==> src/sv/sclf_pkg.sv <==
package sclf_pkg;

	localparam int PIXEL_COUNT = 25;
	localparam int IDX_W = $clog2(PIXEL_COUNT);
	localparam logic [IDX_W-1:0] LAST_IDX = IDX_W'(PIXEL_COUNT - 1);

	localparam int QUEUE_DEPTH_DEF = 2;

	localparam logic [15:0] LUX_FS_RESET = 16'd1000;
	localparam logic [7:0] CHAN_MAX = 8'd255;

	localparam logic OP_SENSOR = 1'b0;
	localparam logic OP_ALERT = 1'b1;

	localparam logic [1:0] PAT_SQUARE = 2'd0;
	localparam logic [1:0] PAT_EXCLAIM = 2'd1;
	localparam logic [1:0] PAT_CROSS = 2'd2;
	localparam logic [1:0] PAT_OFF = 2'd3;

	// bit i is pixel i, row-major 5x5
	localparam logic [PIXEL_COUNT-1:0] SHAPE_MASK [4] = '{
		25'b11111_10001_10001_10001_11111,
		25'b00100_00100_00100_00000_00100,
		25'b10001_01010_00100_01010_10001,
		25'b00000_00000_00000_00000_00000
	};

	typedef struct packed {
		logic        operation;
		logic [15:0] red_in;
		logic [15:0] green_in;
		logic [15:0] blue_in;
		logic [15:0] lux_in;
		logic [1:0]  pattern;
	} in_item_t;

	typedef struct packed {
		logic [31:0] pixel_word;
		logic        last_pixel;
	} out_item_t;

	// color is {green, red, blue}
	typedef struct packed {
		logic [23:0] color;
		logic [1:0]  pattern;
	} frame_t;

	function automatic logic pixel_lit(logic [1:0] pat, logic [IDX_W-1:0] idx);
		return SHAPE_MASK[pat][idx];
	endfunction

endpackage

==> src/sv/sensor_color_led_frame_top.sv <==
// 5x5 LED frame builder.
// Input channel (in_valid / in_stall / in_data): one beat is one request, either a
// sensor color (red/green/blue readings plus lux) or a direct alert pattern.
// Output channel (out_valid / out_stall / out_data): every request yields 25 pixel
// beats in pixel order, last_pixel set on the 25th.
// Config: cfg_we / cfg_wdata write the lux full-scale value; write only while idle.
// In sensor mode an accepted request passes through a restoring divide, a multiply, a
// scale step, the request queue and the output register; in alert mode it goes
// straight to the queue and then the output register.
// Throughput: the output stage streams one beat per cycle while out_stall is low and
// frames are queued. A request queue of QUEUE_DEPTH entries lets the front take and
// compute the next request while the current frame streams out.
// Reset clears all control state; lux full scale returns to 1000.
// A stall on the output holds the current beat and stops the frame; the queue then
// fills and in_stall rises until room frees up.
module sensor_color_led_frame_top import sclf_pkg::*; #(
	parameter int QUEUE_DEPTH = QUEUE_DEPTH_DEF
) (
	input  logic        clk,
	input  logic        arst_n,
	input  logic        cfg_we,
	input  logic [15:0] cfg_wdata,
	input  logic        in_valid,
	output logic        in_stall,
	input  in_item_t    in_data,
	output logic        out_valid,
	input  logic        out_stall,
	output out_item_t   out_data
);

	logic [15:0] lux_fs_q;
	logic        push;
	frame_t      push_data;
	logic        q_full;
	logic        pop;
	frame_t      pop_data;
	logic        q_valid;

	always_ff @(posedge clk or negedge arst_n) begin
		if (!arst_n) lux_fs_q <= LUX_FS_RESET;
		else if (cfg_we) lux_fs_q <= cfg_wdata;
	end

	sclf_front u_front (
		.clk       (clk),
		.arst_n    (arst_n),
		.lux_fs    (lux_fs_q),
		.in_valid  (in_valid),
		.in_stall  (in_stall),
		.in_data   (in_data),
		.push      (push),
		.push_data (push_data),
		.q_full    (q_full)
	);

	sclf_queue #(
		.DEPTH (QUEUE_DEPTH)
	) u_queue (
		.clk       (clk),
		.arst_n    (arst_n),
		.push      (push),
		.push_data (push_data),
		.full      (q_full),
		.pop       (pop),
		.pop_data  (pop_data),
		.not_empty (q_valid)
	);

	sclf_back u_back (
		.clk       (clk),
		.arst_n    (arst_n),
		.q_valid   (q_valid),
		.q_data    (pop_data),
		.pop       (pop),
		.out_valid (out_valid),
		.out_stall (out_stall),
		.out_data  (out_data)
	);

endmodule

==> src/sv/sclf_front.sv <==
module sclf_front import sclf_pkg::*; (
	input  logic        clk,
	input  logic        arst_n,
	input  logic [15:0] lux_fs,
	input  logic        in_valid,
	output logic        in_stall,
	input  in_item_t    in_data,
	output logic        push,
	output frame_t      push_data,
	input  logic        q_full
);

	localparam logic [2:0] F_IDLE = 3'd0;
	localparam logic [2:0] F_DIV  = 3'd1;
	localparam logic [2:0] F_MUL  = 3'd2;
	localparam logic [2:0] F_SCL  = 3'd3;
	localparam logic [2:0] F_ALT  = 3'd4;

	localparam int LANES = 4;
	localparam int LANE_LUX = 3;
	localparam logic [2:0] DIV_LAST = 3'd7;

	function automatic logic [23:0] times255(logic [15:0] v);
		return {v, 8'b0} - {8'b0, v};
	endfunction

	// x / 255 for x below 65280, where the quotient fits in 8 bits
	function automatic logic [7:0] div255(logic [15:0] x);
		logic [16:0] t;
		t = {1'b0, x} + {9'b0, x[15:8]} + 17'd1;
		return t[15:8];
	endfunction

	logic [2:0]  state_q;
	logic [2:0]  step_q;
	logic [23:0] rem_q [LANES];
	logic [23:0] dsh_q [LANES];
	logic [7:0]  quo_q [LANES];
	logic [15:0] prod_q [3];
	logic        peak_zero_q;
	logic        lux_sat_q;
	logic [23:0] color_q;
	logic [1:0]  pat_q;

	logic        accept;
	logic [15:0] peak;
	logic [15:0] ld_den [LANES];
	logic [23:0] ld_num [LANES];
	logic [7:0]  bright;

	assign in_stall = (state_q != F_IDLE);
	assign accept = in_valid && !in_stall;

	always_comb begin
		peak = in_data.red_in;
		if (in_data.green_in > peak) peak = in_data.green_in;
		if (in_data.blue_in > peak) peak = in_data.blue_in;
		ld_den[0] = peak;
		ld_den[1] = peak;
		ld_den[2] = peak;
		ld_den[LANE_LUX] = lux_fs;
		ld_num[0] = times255(in_data.red_in);
		ld_num[1] = times255(in_data.green_in);
		ld_num[2] = times255(in_data.blue_in);
		ld_num[LANE_LUX] = times255(in_data.lux_in);
	end

	assign bright = lux_sat_q ? CHAN_MAX : quo_q[LANE_LUX];

	assign push = ((state_q == F_SCL) || (state_q == F_ALT)) && !q_full;
	assign push_data.color = (state_q == F_ALT) ? color_q :
		{div255(prod_q[1]), div255(prod_q[0]), div255(prod_q[2])};
	assign push_data.pattern = (state_q == F_ALT) ? pat_q : PAT_SQUARE;

	always_ff @(posedge clk or negedge arst_n) begin
		if (!arst_n) begin
			state_q <= F_IDLE;
			step_q <= '0;
		end else begin
			case (state_q)
				F_IDLE: begin
					step_q <= '0;
					if (accept) state_q <= (in_data.operation == OP_ALERT) ? F_ALT : F_DIV;
				end
				F_DIV: begin
					step_q <= step_q + 3'd1;
					if (step_q == DIV_LAST) state_q <= F_MUL;
				end
				F_MUL: state_q <= F_SCL;
				F_SCL, F_ALT: begin
					if (push) state_q <= F_IDLE;
				end
				default: state_q <= F_IDLE;
			endcase
		end
	end

	// datapath, restoring divide one quotient bit per cycle on every lane
	always_ff @(posedge clk) begin
		if (accept) begin
			color_q <= {in_data.green_in[7:0], in_data.red_in[7:0], in_data.blue_in[7:0]};
			pat_q <= in_data.pattern;
			peak_zero_q <= (peak == 16'd0);
			lux_sat_q <= (in_data.lux_in >= lux_fs);
			for (int c = 0; c < LANES; c++) begin
				rem_q[c] <= ld_num[c];
				dsh_q[c] <= {1'b0, ld_den[c], 7'b0};
				quo_q[c] <= '0;
			end
		end else if (state_q == F_DIV) begin
			for (int c = 0; c < LANES; c++) begin
				if (rem_q[c] >= dsh_q[c]) begin
					rem_q[c] <= rem_q[c] - dsh_q[c];
					quo_q[c] <= {quo_q[c][6:0], 1'b1};
				end else begin
					quo_q[c] <= {quo_q[c][6:0], 1'b0};
				end
				dsh_q[c] <= {1'b0, dsh_q[c][23:1]};
			end
		end
		if (state_q == F_MUL) begin
			for (int c = 0; c < 3; c++) begin
				prod_q[c] <= peak_zero_q ? 16'd0 : ({8'b0, quo_q[c]} * {8'b0, bright});
			end
		end
	end

endmodule

==> src/sv/sclf_queue.sv <==
module sclf_queue import sclf_pkg::*; #(
	parameter int DEPTH = QUEUE_DEPTH_DEF
) (
	input  logic   clk,
	input  logic   arst_n,
	input  logic   push,
	input  frame_t push_data,
	output logic   full,
	input  logic   pop,
	output frame_t pop_data,
	output logic   not_empty
);

	localparam int PW = $clog2(DEPTH);
	localparam int CW = $clog2(DEPTH + 1);
	localparam logic [PW-1:0] PTR_LAST = PW'(DEPTH - 1);
	localparam logic [CW-1:0] CNT_FULL = CW'(DEPTH);

	frame_t        entry_q [DEPTH];
	logic [PW-1:0] wr_ptr_q;
	logic [PW-1:0] rd_ptr_q;
	logic [CW-1:0] count_q;

	assign full = (count_q == CNT_FULL);
	assign not_empty = (count_q != '0);
	assign pop_data = entry_q[rd_ptr_q];

	always_ff @(posedge clk or negedge arst_n) begin
		if (!arst_n) begin
			wr_ptr_q <= '0;
			rd_ptr_q <= '0;
			count_q <= '0;
		end else begin
			if (push) wr_ptr_q <= (wr_ptr_q == PTR_LAST) ? '0 : wr_ptr_q + 1'b1;
			if (pop) rd_ptr_q <= (rd_ptr_q == PTR_LAST) ? '0 : rd_ptr_q + 1'b1;
			if (push && !pop) count_q <= count_q + 1'b1;
			else if (pop && !push) count_q <= count_q - 1'b1;
		end
	end

	always_ff @(posedge clk) begin
		if (push) entry_q[wr_ptr_q] <= push_data;
	end

endmodule

==> src/sv/sclf_back.sv <==
module sclf_back import sclf_pkg::*; (
	input  logic      clk,
	input  logic      arst_n,
	input  logic      q_valid,
	input  frame_t    q_data,
	output logic      pop,
	output logic      out_valid,
	input  logic      out_stall,
	output out_item_t out_data
);

	logic             busy_q;
	logic [IDX_W-1:0] idx_q;
	frame_t           cur_q;
	logic             out_valid_q;
	out_item_t        out_data_q;

	logic load;
	logic last;

	assign load = busy_q && (!out_valid_q || !out_stall);
	assign last = (idx_q == LAST_IDX);
	assign pop = q_valid && (!busy_q || (load && last));

	assign out_valid = out_valid_q;
	assign out_data = out_data_q;

	always_ff @(posedge clk or negedge arst_n) begin
		if (!arst_n) begin
			busy_q <= 1'b0;
			idx_q <= '0;
			out_valid_q <= 1'b0;
		end else begin
			if (pop) begin
				busy_q <= 1'b1;
				idx_q <= '0;
			end else if (load) begin
				if (last) busy_q <= 1'b0;
				else idx_q <= idx_q + 1'b1;
			end
			if (load) out_valid_q <= 1'b1;
			else if (!out_stall) out_valid_q <= 1'b0;
		end
	end

	always_ff @(posedge clk) begin
		if (pop) cur_q <= q_data;
		if (load) begin
			out_data_q.pixel_word <= pixel_lit(cur_q.pattern, idx_q) ? {cur_q.color, 8'b0} : 32'd0;
			out_data_q.last_pixel <= last;
		end
	end

endmodule

==> config.mk <==
export PLATFORM = sky130hd
export DESIGN_NAME = sensor_color_led_frame_top
export DESIGN_NICKNAME = d
export VERILOG_FILES = /design/src/sv/sclf_pkg.sv /design/src/sv/sensor_color_led_frame_top.sv /design/src/sv/sclf_front.sv /design/src/sv/sclf_queue.sv /design/src/sv/sclf_back.sv
export SDC_FILE = /design/constraint.sdc
export NUM_CORES = 1
export LEC_CHECK = 0
export BUFFER_PORTS_ARGS = -buffer_cell sky130_fd_sc_hd__buf_2
export CAP_MARGIN = 20
export CORE_ASPECT_RATIO = 2
export CORE_MARGIN = 10
export CORE_UTILIZATION = 50
export CTS_BUF_LIST = sky130_fd_sc_hd__clkbuf_4 sky130_fd_sc_hd__clkbuf_8 sky130_fd_sc_hd__clkbuf_16
export CTS_CLUSTER_DIAMETER = 40
export DETAILED_ROUTE_END_ITERATION = 6
export PLACE_DENSITY = 0.73
export SETUP_SLACK_MARGIN = 0.3
export SLEW_MARGIN = 30
export SYNTH_ARGS = -nofsm -noshare
export SYNTH_HDL_FRONTEND = slang
export SYNTH_SLANG_ARGS = --single-unit
==> constraint.sdc <==
create_clock -name clk -period 5.5 [get_ports clk]
set_input_delay 0.825 -clock clk [delete_from_list [all_inputs] [get_ports clk]]
set_output_delay 0.825 -clock clk [all_outputs]
set_load 0.02 [all_outputs]
==> results.py, run 1 <==
metrics = {
    "status": {
        "status": "complete, no violations",
    },
    "logic_synthesis": {
        "synth_area_leaders": "edfxtp_1, ha_1, fa_1",
        "syn_area_sq_um": 30100,
        "yosys.area.top_type": "edfxtp_1",
        "synth.distinct_cells": 74,
        "ys.flop_type": "edfxtp_1",
        "ys_ff_latch": 386,
        "synth_top_family_by_area": "adder cells",
        "synth-seq-area-share_pct": 38.0,
        "synthAdderAreaFrac_pct": 20.5,
        "synth.avg_cell_area_sq_um": 9.87,
        "synth_top_area_share_pct": 35.2,
        "synth-edff-count": 352,
        "synthSimpleGateAreaFrac_pct": 15.3,
        "syn_inst": 3046,
        "ys_warn_count": 0,
        "synthMuxAreaShare_pct": 2.48,
        "synth_compound_area_share_pct": 12.4,
        "synthArstFlopShare_pct": 8.55,
        "synth_xor_xnor_area_share_pct": 6.21,
    },
    "setup_path": {
        "path_delay_family": "adder cells",
        "reg2reg_depth": 18,
        "worstSetupEndpointType": "flop",
        "max_stage_delay_ps": 520,
        "cp-start-kind": "flop",
        "cpMostUsedCell": "fa_1",
        "worstPathCellList": "dlymetal6s2s_1 -> or2_0 -> buf_4 -> and2_1 -> fa_1 -> fa_1 -> fa_1 -> inv_1 -> fa_1 -> inv_1 -> ha_1 -> a21boi_1 -> o21ai_1 -> a21oi_2 -> a31oi_2 -> o21ai_0 -> xnor2_1 -> nor2_1",
        "required_ps": 5820,
        "path_max_fanout": 16,
        "setup.worst_path.class": "reg -> reg",
        "cp.depth": 18,
        "crit_slowest_cell": "fa_1",
        "arrival_ps": 5350,
        "cp.buffers_inverters": 4,
    },
    "timing": {
        "relSlewSlack_pct": 42.5,
        "fin_skew_ps": 34.9,
        "period_share_pct": 91.5,
        "tns_ps": 0,
        "rsz0062_at_grt": "true",
        "slew_violations": 0,
        "worst_hold_slack_ps": 331,
        "setup_viol": 0,
        "tightest_slew_ps": 851,
        "hold_viol_final": 0,
        "fmax_ghz": 0.199,
        "min_period_ps": 5030,
    },
    "global_route": {
        "grt_start_max_net_pins": 52,
        "grt_pass1_wl_mm": 129,
        "grt.total_usage_pct": 22.8,
        "grt_overflow": 0,
        "grt_pass1_vias": 24186,
        "antenna_found_initial": 4,
    },
    "drt": {
        "finalWirelength_mm": 83.0,
        "vias": 23365,
        "drtIter0Drc": 1403,
        "wl_per_cell_microns": 20.8,
        "dr.pass1.iters": 5,
        "drc_errors": 0,
        "ant_nets": 0,
        "routed_via_density": 5.87,
    },
    "placed_design": {
        "dpl_cell_area_sq_um": 31700,
        "place.gp.congestion": 0.944,
        "port_buffers": 114,
        "hpwl_mm": 64.5,
    },
    "clock_network": {
        "cts_tree": "yes",
        "root_buffer": "clkbuf_16",
        "htreeDepth": 2,
        "clk_latency_ps": 600,
        "clk_pin_slew_ps": 60,
        "cts.sinks": 386,
        "ctsHoldBuffers": 0,
        "cts_buffers": 45,
        "clk_path_buf_depth": 3,
    },
    "cells_and_area": {
        "nets": 3683,
        "syn_to_final_growth_pct": 10.6,
        "multi_input_area_sq_um": 17200,
        "fin_area_sq_um": 33200,
        "layout-drive-gt1-share_pct": 10.0,
        "fillers": 5278,
        "regArea_sq_um": 11400,
    },
    "floorplan": {
        "rows": 127,
        "dieWidth_microns": 193,
        "fp.dieH_microns": 367,
        "io_pins": 123,
        "core_area_sq_um": 59700,
        "start_util_pct": 50.3,
        "dieArea_sq_um": 70900,
    },
    "min_path": {
        "hold_class": "in -> async",
    },
    "run": {
        "max_cap_violations": 0,
    },
}
==> layout make-up <==
cell class              count  share of cell area (%)
clock inverters            32                   0.941
clock buffers              50                    3.55
repair buffers            165                    2.91
diodes                      3                  0.0226
well taps                 774                    2.91
multi-input cells        2268                    51.9
inverters                 304                    3.43
flip-flops and latches    386                    34.4
==> cell families after synthesis <==
| kind of cell | Yosys count |
|---|---|
| adder cells (fa/ha/maj) | 425 |
| buffers and inverters | 399 |
| XOR/XNOR | 213 |
| other | 1 |
| AO/OA/AOI/OAI | 610 |
| flip-flops | 386 |
| AND/OR/NAND/NOR | 942 |
| multiplexers | 70 |
==> repair_timing <==
| item | in CTS | in global routing |
|---|---|---|
| setup endpoints to repair | 3 | 12 |
| setup buffers | 0 | 2 |
| pin swaps | 0 | 4 |
| resized for setup | 2 | 22 |
| hold endpoints to repair | 0 | 0 |
==> final timing paths <==
| path | startpoint | end | slack [ps] |
|---|---|---|---|
| setup / recovery | u_front.lux_sat_q$_DFFE_PP_ | u_front.prod_q[0][31]$_SDFFCE_PP0P_ | 470 |
| setup reg to reg | u_front.lux_sat_q$_DFFE_PP_ | u_front.prod_q[0][31]$_SDFFCE_PP0P_ | 470 |
| max in group asynchronous | arst_n | u_queue.rd_ptr_q$_DFFE_PN0P_ | 4620 |
| hold reg to reg | u_queue.count_q[1]$_DFFE_PN0P_ | u_queue.count_q[1]$_DFFE_PN0P_ | 500 |
| min in group clk | in_data[1] | u_front.pat_q[1]$_DFFE_PP_ | 420 |
| hold / removal | arst_n | u_back.idx_q[4]$_DFFE_PN0P_ | 330 |
==> flip-flops by register name, summed over array words and instances (netlist names), 5 cells and up <==
register,count
u_front.rem_q,96
u_queue.entry_q,52
u_front.prod_q,48
u_front.dsh_q,46
u_front.quo_q,32
u_back.cur_q,26
u_back.out_data,25
u_front.color_q,24
lux_fs_q,16
u_back.idx_q,5
==> synth_stat cells, types with 11 or more instances <==
cell	number
dfrtp_1	27
or3_1	12
nand4_1	37
nor2_1	182
fa_1	112
nor3_1	69
o21bai_1	13
nor4_1	11
nand2b_1	20
and3_1	47
clkbuf_1	78
nand3_1	37
ha_1	313
mux2_2	35
xor2_1	79
a31oi_1	17
o21ai_0	200
o31ai_1	12
a21o_1	42
xnor2_1	134
a21oi_1	175
inv_1	303
a211oi_1	22
o21a_1	32
edfxtp_1	352
nand2_1	298
mux2i_1	35
o22ai_1	20
and2_1	141
nor2b_1	45
==> routing by layer <==
layer,vias to the layer above,wire length [microns],global-route usage [%]
li1,10932,-,-
met5,-,49,0
met2,750,43300,42.0
met1,11363,28100,22.2
met3,312,4170,3.20
met4,8,7340,18.6
==> layout by cell type (no fill, tap or decap), drive strengths merged, types with 50 or more instances in the layout <==
master,n
o21ai,203
and2,141
fa,112
clkbuf,50
nor2,182
xnor2,134
a21oi,176
nor3,69
nand2,298
edfxtp,352
xor2,79
ha,313
buf,164
inv,313
==> per-stage QoR <==
stage	setup slack (ps)	util (%)	cells
2_1_floorplan	302	-	3053
5_1_grt	206	55.6	3979
4_1_cts	302	55.5	3977
6_report	469	55.6	3982
3_3_place_gp	362	53.0	3894
3_5_place_dp	241	53.0	3895
Power of run 1 is left out: the tool's default activity adds up to more than one toggle a clock period on the data nets, which glitch-free logic cannot reach.
==> run 2: changes to the inputs <==
--- a/config.mk
+++ b/config.mk
@@ -7,13 +7,15 @@
 export LEC_CHECK = 0
 export BUFFER_PORTS_ARGS = -buffer_cell sky130_fd_sc_hd__buf_2
 export CAP_MARGIN = 20
+export CELL_PAD_IN_SITES_DETAIL_PLACEMENT = 2
+export CELL_PAD_IN_SITES_GLOBAL_PLACEMENT = 2
 export CORE_ASPECT_RATIO = 2
 export CORE_MARGIN = 10
-export CORE_UTILIZATION = 50
+export CORE_UTILIZATION = 42
 export CTS_BUF_LIST = sky130_fd_sc_hd__clkbuf_4 sky130_fd_sc_hd__clkbuf_8 sky130_fd_sc_hd__clkbuf_16
 export CTS_CLUSTER_DIAMETER = 40
 export DETAILED_ROUTE_END_ITERATION = 6
-export PLACE_DENSITY = 0.73
+export PLACE_DENSITY = 0.88
 export SETUP_SLACK_MARGIN = 0.3
 export SLEW_MARGIN = 30
 export SYNTH_ARGS = -nofsm -noshare
==> results.py, run 2 (synthesis gave the netlist of run 1 again) <==
metrics = {
    "timing": {
        "relSlewSlack_pct": 15.6,
        "min_period_ps": 5830,
        "setup_viol": 6,
        "hold_viol_final": 0,
        "slew_violations": 0,
        "fmax_ghz": 0.171,
        "fin_skew_ps": 66.6,
        "worst_slack_ps": -332,
        "rsz0062_at_grt": "true",
        "tightest_slew_ps": 1260,
        "period_share_pct": 106,
    },
    "placed_design": {
        "port_buffers": 114,
        "dp_cells": 4054,
        "place.gp.congestion": 0.973,
        "place_ws_ps": -205,
        "hpwl_mm": 98.1,
    },
    "setup_path": {
        "max_stage_delay_ps": 770,
        "path_max_fanout": 7,
        "crit_slowest_cell": "fa_2",
        "path_delay_family": "adder cells",
        "setup.worst_path.class": "reg -> reg",
        "worstSetupEndpointType": "flop",
        "arrival_ps": 6200,
        "required_ps": 5870,
        "cp-start-kind": "flop",
        "worstPathCellList": "buf_6 -> or2_4 -> and2_1 -> fa_2 -> ha_1 -> inv_1 -> fa_1 -> inv_1 -> fa_1 -> ha_4 -> inv_2 -> o21ai_2 -> a2111oi_4 -> nor3_2 -> a31oi_2 -> o21ai_2 -> xnor2_2 -> nor2_1",
        "cp.buffers_inverters": 4,
    },
    "clock_network": {
        "cts_tree": "yes",
        "root_buffer": "clkbuf_16",
        "cts.sinks": 386,
        "cts_buffers": 54,
        "htreeDepth": 2,
        "clk_path_buf_depth": 3,
        "ctsHoldBuffers": 0,
        "clk_latency_ps": 710,
        "clk_pin_slew_ps": 80,
    },
    "global_route": {
        "met1_usage_pct": 31.3,
        "grt.total_usage_pct": 34.9,
        "grt_use_met3_pct": 7.64,
        "grt_pass1_vias": 30889,
        "grt_start_max_net_pins": 53,
        "grt_overflow": 0,
        "gr-max-usage-layer": "met2",
        "antenna_found_initial": 23,
        "met2_usage_pct": 63.0,
        "grt_pass1_wl_mm": 215,
    },
    "cells_and_area": {
        "syn_to_final_growth_pct": 15.7,
        "largest_reg_flops": 96,
        "fin_util_pct": 49.1,
        "largestRegisters": "u_front.rem_q (96), u_queue.entry_q (52), u_front.prod_q (48)",
        "nets": 3741,
        "top_register": "u_front.rem_q",
        "mostFrequentLayoutCells": "edfxtp_1, ha_1, inv_1, nand2_1, o21ai_0",
        "final-instance-count-excl-fill": 4197,
        "final_common_cell": "edfxtp_1",
        "layout-drive-gt1-share_pct": 14.2,
    },
    "floorplan": {
        "start_util_pct": 42.5,
        "fp.dieH_microns": 398,
        "io_pins": 123,
        "dieWidth_microns": 209,
        "core_area_sq_um": 70800,
        "dieArea_sq_um": 83300,
        "rows": 138,
    },
    "drt": {
        "dr.pass1.iters": 5,
        "routed_via_density": 6.66,
        "drc_errors": 0,
        "drtIter0Drc": 2407,
        "vias": 27954,
        "finalWirelength_mm": 161,
        "wl_per_cell_microns": 38.5,
        "ant_nets": 0,
    },
    "run": {
        "max_cap_violations": 0,
    },
    "min_path": {
        "hold_class": "in -> async",
    },
    "status": {
        "violations": "negative setup slack",
        "status": "finished, violations left",
    },
}
-- run 2: cell count changes in the layout (fill, tap and decap cells not counted), sizes merged --
cell          before  now
buf              164  213
bufinv             2    5
clkbuf            50   60
clkinv            17   18
clkinvlp           4    1
diode              3   13
dlymetal6s2s       1    0
inv              313  323
-- run 2: layer usage --
metal,vias to the layer above,wire (microns)
met5,-,129
met4,20,19600
met3,1044,12400
met2,1840,80400
met1,13979,48900
li1,11071,-
-- run 2: worst paths after layout --
| path | end | cells past startpoint | start | slack [ps] |
|---|---|---|---|---|
| max | u_front.prod_q[0][46]$_SDFFCE_PP0P_ | 18 | u_front.lux_sat_q$_DFFE_PP_ | -330 |
| min | u_front.state_q[0]$_DFFE_PN0P_ | 1 | arst_n | 110 |
| max reg2reg | u_front.prod_q[0][46]$_SDFFCE_PP0P_ | 18 | u_front.lux_sat_q$_DFFE_PP_ | -330 |
| min reg2reg | lux_fs_q[3]$_DFFE_PN1P_ | 2 | lux_fs_q[3]$_DFFE_PN1P_ | 540 |
| max in group asynchronous | lux_fs_q[3]$_DFFE_PN1P_ | 1 | arst_n | 4950 |
| min in group clk | u_front.pat_q[0]$_DFFE_PP_ | 1 | in_data[0] | 330 |
-- run 2: area by class of cell --
| class | count | area [sq um] |
|---|---|---|
| timing repair buffer | 214 | 1390 |
| clock inverter | 43 | 564 |
| sequential | 386 | 11400 |
| multi-input combinational | 2268 | 17700 |
| inverter | 304 | 1140 |
| clock buffer | 59 | 1400 |
| antenna | 13 | 32.5 |
| fill | 7246 | 36000 |
| tap | 910 | 1140 |
-- run 2: metrics by stage --
step           instance area [sq um]  hold WS [ps]  setup TNS, ps
2_1_floorplan                  30100           444              0
3_3_place_gp                   32000           469              0
3_5_place_dp                   32000           510          -1460
4_1_cts                        34200           282              0
5_1_grt                        34700           145           -900
6_report                       34800           115          -1190
-- run 2: timing repair --
action / CTS / global route
setup endpoints to repair: 18 / 24
resized for setup: 45 / 84
pin swaps: 15 / 34
buffers inserted: 6 / 20
Power of run 2 is left out for the same reason.
